===== config.mk =====
export PLATFORM = sky130hd
export DESIGN_NAME = drr_div
export DESIGN_NICKNAME = d
export VERILOG_FILES = /design/src/hdl/drr_pkg.sv /design/src/hdl/drr_div.sv
export SDC_FILE = /design/constraint.sdc
export NUM_CORES = 1
export LEC_CHECK = 0
export CAP_MARGIN = 20
export CELL_PAD_IN_SITES_DETAIL_PLACEMENT = 2
export CELL_PAD_IN_SITES_GLOBAL_PLACEMENT = 2
export CORE_UTILIZATION = 41
export DETAILED_ROUTE_END_ITERATION = 8
export DONT_BUFFER_PORTS = 1
export PLACE_DENSITY_LB_ADDON = 0.15
export SETUP_SLACK_MARGIN = 0.1
export SLEW_MARGIN = 40
export SYNTH_ARGS = -nofsm -noshare
export SYNTH_HDL_FRONTEND = slang
export SYNTH_SLANG_ARGS = --single-unit
export TNS_END_PERCENT = 30

===== constraint.sdc =====
create_clock -name clk_i -period 2.84 [get_ports clk_i]
set_input_delay 0.426 -clock clk_i [delete_from_list [all_inputs] [get_ports clk_i]]
set_output_delay 0.426 -clock clk_i [all_outputs]
set_load 0.01 [all_outputs]

===== src/hdl/drr_pkg.sv =====
`timescale 1ns / 1ps
`default_nettype none
// ----------------------------------------------------------------------------
// drr_pkg: shared constants and helpers of the deficit round robin scheduler
// Widths, status codes and saturating deficit arithmetic.
// ----------------------------------------------------------------------------
package drr_pkg;

  localparam int NUM_FLOWS     = 4;
  localparam int QUEUE_DEPTH   = 64;
  localparam int QUANTUM_SCALE = 500;

  localparam int FW = $clog2(NUM_FLOWS);
  localparam int QW = $clog2(QUEUE_DEPTH);
  localparam int CW = $clog2(QUEUE_DEPTH + 1);
  localparam int AW = $clog2(NUM_FLOWS * QUEUE_DEPTH);
  localparam int MEM_DEPTH = NUM_FLOWS * QUEUE_DEPTH;

  // Gain of one visit: quantum times the scale.
  localparam int GW = $clog2(65535 * QUANTUM_SCALE + 1);
  localparam logic [GW-1:0] GAIN_RESET = GW'(1024 * QUANTUM_SCALE);
  // Visit counts are bounded by 2^31 / scale + 1.
  localparam int KW = $clog2((64'd1 << 31) / QUANTUM_SCALE + 2);
  localparam int PW = KW + GW;
  localparam int DIV_STEPS = 32;

  localparam int NUM_CFG = 5;
  localparam int IW      = $clog2(NUM_CFG);
  localparam logic [IW-1:0] CFG_ACTIVE = IW'(0);
  localparam logic [IW-1:0] CFG_QUANT0 = IW'(1);

  localparam logic [2:0] ST_ENQUEUED  = 3'd0;
  localparam logic [2:0] ST_DROP_UNCL = 3'd1;
  localparam logic [2:0] ST_DROP_FULL = 3'd2;
  localparam logic [2:0] ST_DEQUEUED  = 3'd3;
  localparam logic [2:0] ST_NOTHING   = 3'd4;

  localparam logic OP_ENQUEUE = 1'b0;

  function automatic logic signed [31:0] sat_add(input logic signed [31:0] d,
                                                 input logic [PW-1:0] p);
    logic signed [PW+1:0] s;
    s = {{(PW-30){d[31]}}, d} + $signed({2'b00, p});
    if (!s[PW+1] && (|s[PW:31])) begin
      return 32'sh7fffffff;
    end
    return s[31:0];
  endfunction

  function automatic logic signed [31:0] sat_sub(input logic signed [31:0] d,
                                                 input logic [15:0] z);
    logic signed [32:0] s;
    s = {d[31], d} - $signed({17'd0, z});
    if (s[32] && !s[31]) begin
      return 32'sh80000000;
    end
    return s[31:0];
  endfunction

endpackage
`default_nettype wire


===== src/hdl/drr_div.sv =====
`timescale 1ns / 1ps
`default_nettype none
// ----------------------------------------------------------------------------
// drr_div: shared restoring divider
// Divides a 32-bit dividend by a gain, one quotient bit per cycle.
// ----------------------------------------------------------------------------
module drr_div (
  input  wire logic                   clk_i,
  input  wire logic                   rst_ni,
  input  wire logic                   start_i,
  input  wire logic [31:0]            dividend_i,
  input  wire logic [drr_pkg::GW-1:0] divisor_i,
  output logic                        done_o,
  output logic [drr_pkg::KW-1:0]      quotient_o
);

  localparam int SW = $clog2(drr_pkg::DIV_STEPS + 1);

  logic [SW-1:0]            steps_q;
  logic                     done_q;
  logic [31:0]              dvd_q;
  logic [31:0]              quo_q;
  logic [drr_pkg::GW-1:0]   rem_q;
  logic [drr_pkg::GW-1:0]   dsr_q;
  logic [drr_pkg::GW:0]     rem_sh;
  logic                     ge;

  assign rem_sh = {rem_q, dvd_q[31]};
  assign ge     = rem_sh >= {1'b0, dsr_q};

  always_ff @(posedge clk_i or negedge rst_ni) begin
    if (!rst_ni) begin
      steps_q <= '0;
      done_q  <= 1'b0;
    end else begin
      done_q <= 1'b0;
      if (start_i) begin
        steps_q <= SW'(drr_pkg::DIV_STEPS);
      end else if (steps_q != '0) begin
        steps_q <= steps_q - SW'(1);
        done_q  <= (steps_q == SW'(1));
      end
    end
  end

  always_ff @(posedge clk_i) begin
    if (start_i) begin
      dvd_q <= dividend_i;
      dsr_q <= divisor_i;
      rem_q <= '0;
      quo_q <= '0;
    end else if (steps_q != '0) begin
      dvd_q <= {dvd_q[30:0], 1'b0};
      quo_q <= {quo_q[30:0], ge};
      rem_q <= ge ? drr_pkg::GW'(rem_sh - {1'b0, dsr_q}) : rem_sh[drr_pkg::GW-1:0];
    end
  end

  assign done_o     = done_q;
  assign quotient_o = quo_q[drr_pkg::KW-1:0];

endmodule
`default_nettype wire


==> impl_results.md, run 1 <==
- DR vias: about 4300
- Avg Inst Size Synth: around 10 um2
- Final setup margin: about 31 ps
- RSZ-0062 raised after global routing: true
- Count of cell types in the netlist: 60
- Die ar.: 0.0147 mm2
- Outcome: finished clean
- CP arrival: between 3000 and 4000 ps
- Maxcap violations: 0
- Synth-to-Final Area Change: 12.3%
- DRC: 0
- Post-placement cell area: 0.00601 mm2
- PD cells: a little over 1000 mW/mm2
- First-pass GRT wire length: between 20000 and 30000 um
- Final min period: around 2800 ps
- Seq/Total Area, Yosys: 48.8%
- TritonRoute pass-1 iters: 4
- Total Wirelength: 15900 um
- Leading area contributor after synthesis: edfxtp_1
- Fin util: 47.2%
- Antenna violations before repair: 1
- Critical Path End Type: flop
- Max clock buf depth: 2
- Slew Limit Headroom: between 50 and 60%
- Crit-path max FO: 3
- Max Fclk: roughly 360 MHz
- Synthesized cell area: 0.00583 mm2
- Clock skew: around 10 ps
- LEAKAGE: roughly 2.7 nW
- Total grt overflow: 0
- Share of cells above drive strength 1: between 10% and 20%
- Drt initial violations: ~170
- Vias/cell: 5.67
- CTS tree: built
- Die H: 121 um
- Final setup vio count: 0
- H-tree depth: 3
- Worst Tran Pin Value: approximately 730 ps
- Average wire per standard cell: 20.8 um
- Clock slew at reported path FFs: 80 ps
- Post-route cell area: about 0.0066 mm2
- Nets: ~670
- #FFs+latches synth: approximately 110
- CTS root buffer: clkbuf_16
- Post-synth top cells: nand2_1, edfxtp_1, a21oi_1
- Die Wd: 121 um
- Largest net degree at the start of global routing: a little over 100
- Post-Syn Nets: ~660
- Top FF cell, synth: edfxtp_1
- EDFF count, synth: 57
- Worst path required time: approximately 3100 ps
- Top cells by area, synth: edfxtp_1, dfxtp_1, mux2_2
- Final hold vios: 0
- Cell Rows: 43
- Worst-Skew Late Latency: 360 ps
- HPWL after detailed placement: between 10000 and 15000 um
- Core ar.: roughly 0.014 mm2
- VDD IR max: around 0.00048 V
- Fin crit share: 98.9%
- Synth Warn #: 0
- Number of port buffers: 0
- Vias in the first global route: approximately 4800
- Total power: around 0.0068 W
- IO Count: 84
- Critical path startpoint category: flop
- Total track usage: between 20% and 30%
- Top-area cell type share of the netlist area: 29.3%
- Routability congestion estimate: between 0.7 and 0.8
- Post-Syn Instances: between 500 and 600
- Setup WS pre-CTS: -8.41 ps
- Top-count cell post-synth: nand2_1
- Antenna fix cells: 0
- CTS sink cnt: approximately 110
- Min-Delay Path Class: primary input to flop
- Slew Limit Fails: 0
- Cts bufs inserted: 9
- Ys async rst share: ~6.3%
- Final ANT Viol Nets: 0
- Critical path class: flop to flop
- Starting Density: ~42%
metal layers:
| layer | global-route usage, % | wire length, um | vias to the layer above |
|---|---|---|---|
| li1 | - | - | 2066 |
| met1 | 25.7 | 6500 | 2155 |
| met2 | 40.1 | 8260 | 82 |
| met3 | 6.58 | 843 | 19 |
| met4 | 6.48 | 265 | 0 |
| met5 | 0 | 0 | - |
registers in the layout, indices dropped and copies added (netlist names):
| name | flops |
|---|---|
| quo_q | 23 |
| dsr_q | 25 |
| rem_q | 25 |
| dvd_q | 32 |
| steps_q | 6 |
| done_o | 1 |
layout make-up:
| class | count | area (um2) |
|---|---|---|
| Inverter | 36 | 135 |
| Multi-Input combinational cell | 396 | 2820 |
| Timing Repair Buffer | 22 | 194 |
| Tap cell | 180 | 225 |
| Clock buffer | 10 | 229 |
| Fill cell | 1431 | 7330 |
| Sequential cell | 112 | 2850 |
| Clock inverter | 6 | 100 |
what timing repair did:
action	4_1_cts	5_1_grt
cloned	1	0
setup endpoints to repair	12	26
gates resized for setup	6	26
hold buffers	1	0
pin swaps	3	12
hold endpoints to repair	7	0
setup buffers	2	5
worst paths after layout:
path | start | to | slack [ps] | depth (start not counted)
max | dvd_q[31]$_DFFE_PP_ | rem_q[24]$_SDFFE_PP0P_ | 30 | 12
min | start_i | rem_q[16]$_SDFFE_PP0P_ | 140 | 1
max reg2reg | dvd_q[31]$_DFFE_PP_ | rem_q[24]$_SDFFE_PP0P_ | 30 | 12
min reg2reg | rem_q[4]$_SDFFE_PP0P_ | rem_q[4]$_SDFFE_PP0P_ | 480 | 2
max in group asynchronous | rst_ni | steps_q[2]$_DFFE_PN0P_ | 2170 | 1
min in group asynchronous | rst_ni | done_o$_DFF_PN0_ | 410 | 1
layout by cell type (no fill, tap or decap), types with 3 or more instances in the layout:
cell type / netlist / routed
a211o_1: 4 / 4
a211oi_1: 15 / 14
a21o_1: 12 / 12
a21oi_1: 52 / 50
a21oi_2: 3 / 5
a311oi_2: 0 / 5
a31oi_1: 3 / 3
and3_1: 8 / 7
and3_2: 2 / 3
buf_4: 1 / 14
buf_6: 2 / 7
clkbuf_16: 0 / 9
dfrtp_1: 7 / 7
dfxtp_1: 48 / 48
edfxtp_1: 57 / 57
ha_1: 27 / 24
ha_2: 0 / 3
inv_1: 36 / 34
mux2_2: 31 / 31
mux2i_1: 13 / 13
nand2_1: 76 / 74
nand2b_1: 4 / 4
nand3_1: 4 / 3
nand4_1: 4 / 4
nor2_1: 36 / 36
nor3_1: 11 / 10
o21a_1: 5 / 5
o21ai_0: 11 / 11
o21ai_1: 5 / 5
o21bai_1: 3 / 3
or3_1: 5 / 5
xnor2_1: 14 / 13
xor2_1: 5 / 5
logic make-up (layout without fill, tap and decap cells):
kind of cell,count (synthesis),after routing,share of synthesized area (%)
and+or+nand+nor,167,167,13.4
DFF,112,112,48.8
muxes,44,44,8.22
adders and majority gates,28,28,6.13
xor gates and xnor gates,19,19,2.85
buffers and inverters,63,74,4.76
AOI/OAI and AO/OA,138,138,15.8
critical path, stage by stage (launching register included):
cell and delay, ps:
edfxtp_1 370, inv_1 50, ha_2 200, inv_2 60
fa_2 210, nand3_2 100, a21o_1 220, a211o_4 370
a31o_1 240, a211o_1 330, o221ai_2 250, xnor2_2 110
o31ai_2 200
report_power, final:
group,internal [W],switching (W),total [W],leakage (nW)
combinational,0.00136,0.00170,0.00306,1.45
sequential,0.00206,0.000239,0.00230,1.06
clock,0.000793,0.000640,0.00143,0.161
metrics by stage:
| stage | std cells | hold WS [ps] | setup TNS (ps) |
|---|---|---|---|
| after floorplan | 571 | 130 | 0 |
| after global placement | 737 | 131 | 0 |
| after detailed placement | 737 | 131 | -14.7 |
| after CTS | 757 | 120 | 0 |
| after global routing | 762 | 126 | -707 |
| final | 762 | 136 | 0 |
No activity file was read; power rests on OpenSTA's default activity.
==> run 2, diff against run 1 <==
--- a/config.mk
+++ b/config.mk
@@ -5,13 +5,14 @@
 export SDC_FILE = /design/constraint.sdc
 export NUM_CORES = 1
 export LEC_CHECK = 0
-export CAP_MARGIN = 20
 export CELL_PAD_IN_SITES_DETAIL_PLACEMENT = 2
 export CELL_PAD_IN_SITES_GLOBAL_PLACEMENT = 2
 export CORE_UTILIZATION = 41
+export CTS_CLUSTER_SIZE = 10
 export DETAILED_ROUTE_END_ITERATION = 8
 export DONT_BUFFER_PORTS = 1
 export PLACE_DENSITY_LB_ADDON = 0.15
+export REMOVE_ABC_BUFFERS = 1
 export SETUP_SLACK_MARGIN = 0.1
 export SLEW_MARGIN = 40
 export SYNTH_ARGS = -nofsm -noshare
==> impl_results.md, run 2 (synthesis gave the netlist of run 1 again) <==
- Total Wirelength: around 16000 um
- Synth-to-Final Area Change: 15.1%
- CTS sink cnt: between 100 and 150
- Final setup margin: between 100 and 150 ps
- Biggest registers after layout: dvd_q x32, dsr_q x25, rem_q x25
- Total power: between 0.006 and 0.007 W
- Final hold vios: 0
- R2R depth: 9
- Critical path startpoint category: flop
- Worst-Skew Late Latency: approximately 360 ps
- Fillers: roughly 1400
- LEAKAGE: ~2.7 nW
- CTS root buffer: clkbuf_16
- Min-Delay Path Class: primary input to flop
- Outcome: finished clean
- Vias/cell: around 5.6
- Final min period: ~2700 ps
- Hold Crit Depth: 1
- Cts bufs inserted: 9
- DR vias: 4344
- Routability congestion estimate: about 0.8
- Die ar.: 0.0147 mm2
- CTS tree: built
- Total grt overflow: 0
- DRC: 0
- Antenna fix cells: 0
- Share of cells above drive strength 1: ~21%
- Average wire per standard cell: 20.7 um
- Drt initial violations: 154
- Die Wd: 121 um
- Largest net degree at the start of global routing: ~100
- Final ANT Viol Nets: 0
- Slew Limit Headroom: just over 60%
- Total track usage: between 20% and 30%
- Largest Register: dvd_q
- Fin crit share: between 90% and 100%
- Worst path required time: 3080 ps
- VDD IR max: ~0.00043 V
- Worst Tran Pin Value: approximately 590 ps
- PD cells: ~1000 mW/mm2
- Max Fclk: between 300 and 400 MHz
- TritonRoute pass-1 iters: 7
- Core ar.: 0.0139 mm2
- Maxcap violations: 0
- R2r setup slk: between 100 and 150 ps
- Max clock buf depth: 2
- H-tree depth: 3
- Clock skew: 10.4 ps
- Number of port buffers: 0
- Max reg flops: 32
- Die H: 121 um
- IO Count: 84
- Critical path class: flop to flop
- Most frequent cells in the layout: nand2_1, edfxtp_1, dfxtp_1
- Critical Path End Type: flop
- RSZ-0062 raised after global routing: true
- Cell Rows: 43
- Final setup vio count: 0
- Antenna violations before repair: 0
- CP arrival: 2980 ps
- Vias in the first global route: roughly 4800
- Setup WS pre-CTS: -57.9 ps
- Starting Density: a little over two fifths
- HPWL after detailed placement: about 11000 um
- Commonest non-fill, non-tap cell in the layout: nand2_1
- Nets: slightly below 700
- Clock slew at reported path FFs: approximately 80 ps
- First-pass GRT wire length: 24600 um
- Crit-path max FO: 5
- Slew Limit Fails: 0
run 2: changes by cell type in the layout (fill, tap and decap cells not counted), moves of 3 or more:
cell / before / now
buf_4: 14 / 29
a21oi_4: 0 / 3
ha_2: 3 / 0
buf_6: 7 / 3
ha_4: 0 / 5
a21oi_2: 5 / 8
a21oi_1: 50 / 44
run 2: cell type report:
cell class                 instances  area (um2)  area share, %
timing repair buffer              33         262           3.89
multi-input combinational        396        2940           43.8
clock inverter                     7        77.6           1.15
inverter                          36         138           2.05
tap                              180         225           3.35
clock buffer                       9         225           3.35
sequential                       112        2850           42.4
run 2: where the power goes:
part | total [W] | leakage, nW | internal (W) | switching [W]
clock | 0.00132 | 0.147 | 0.000637 | 0.000681
combinational | 0.00328 | 1.49 | 0.00148 | 0.00181
sequential | 0.00231 | 1.06 | 0.00206 | 0.000251
total | 0.00691 | 2.70 | 0.00417 | 0.00274
run 2: through the flow:
stage / hold WS, ps / instance area [um2] / cells / util (%) / setup TNS [ps]
finish: 124 / 6720 / 773 / 48.4 / 0
CTS: 110 / 6460 / 765 / 46.5 / 0
global route: 108 / 6720 / 773 / 48.4 / 0
global placement: 131 / 6060 / 743 / 43.6 / 0
floorplan: 130 / 5690 / 544 / - / -16780
detailed placement: 131 / 6060 / 743 / 43.6 / -86.9
run 2: routing by layer:
metal	routed length [um]	vias to the layer above	global-route usage (%)
met5	0	-	0
met4	122	0	4.55
met3	691	11	6.11
met2	8330	70	39.4
met1	6890	2183	26.2
li1	-	2080	-
run 2: path summary, 6_finish.rpt:
| path | from | endpoint |
|---|---|---|
| setup / recovery | rem_q[9]$_SDFFE_PP0P_ | rem_q[23]$_SDFFE_PP0P_ |
| hold / removal | start_i | quo_q[18]$_SDFFE_PP0P_ |
| setup reg to reg | rem_q[9]$_SDFFE_PP0P_ | rem_q[23]$_SDFFE_PP0P_ |
| hold reg to reg | rem_q[3]$_SDFFE_PP0P_ | rem_q[3]$_SDFFE_PP0P_ |
| max in group asynchronous | rst_ni | done_o$_DFF_PN0_ |
| min in group asynchronous | rst_ni | steps_q[4]$_DFFE_PN0P_ |
run 2: timing repair:
action	in CTS	in global routing
endpoints found under the setup margin	10	22
gates resized for setup	10	39
cloned	0	0
buffers inserted	5	8
pin swaps	9	22
hold buffers	1	0
endpoints found under the hold margin	7	0
run 2: critical path, cell delays in order, from the launching register on:
cell and delay (ps):
dfxtp_1 340, ha_1 380, and3_4 190, a31o_1 240
or3_4 390, o221ai_4 300, a211oi_2 150, a2111o_1 370
o211ai_1 140, a211oi_2 120
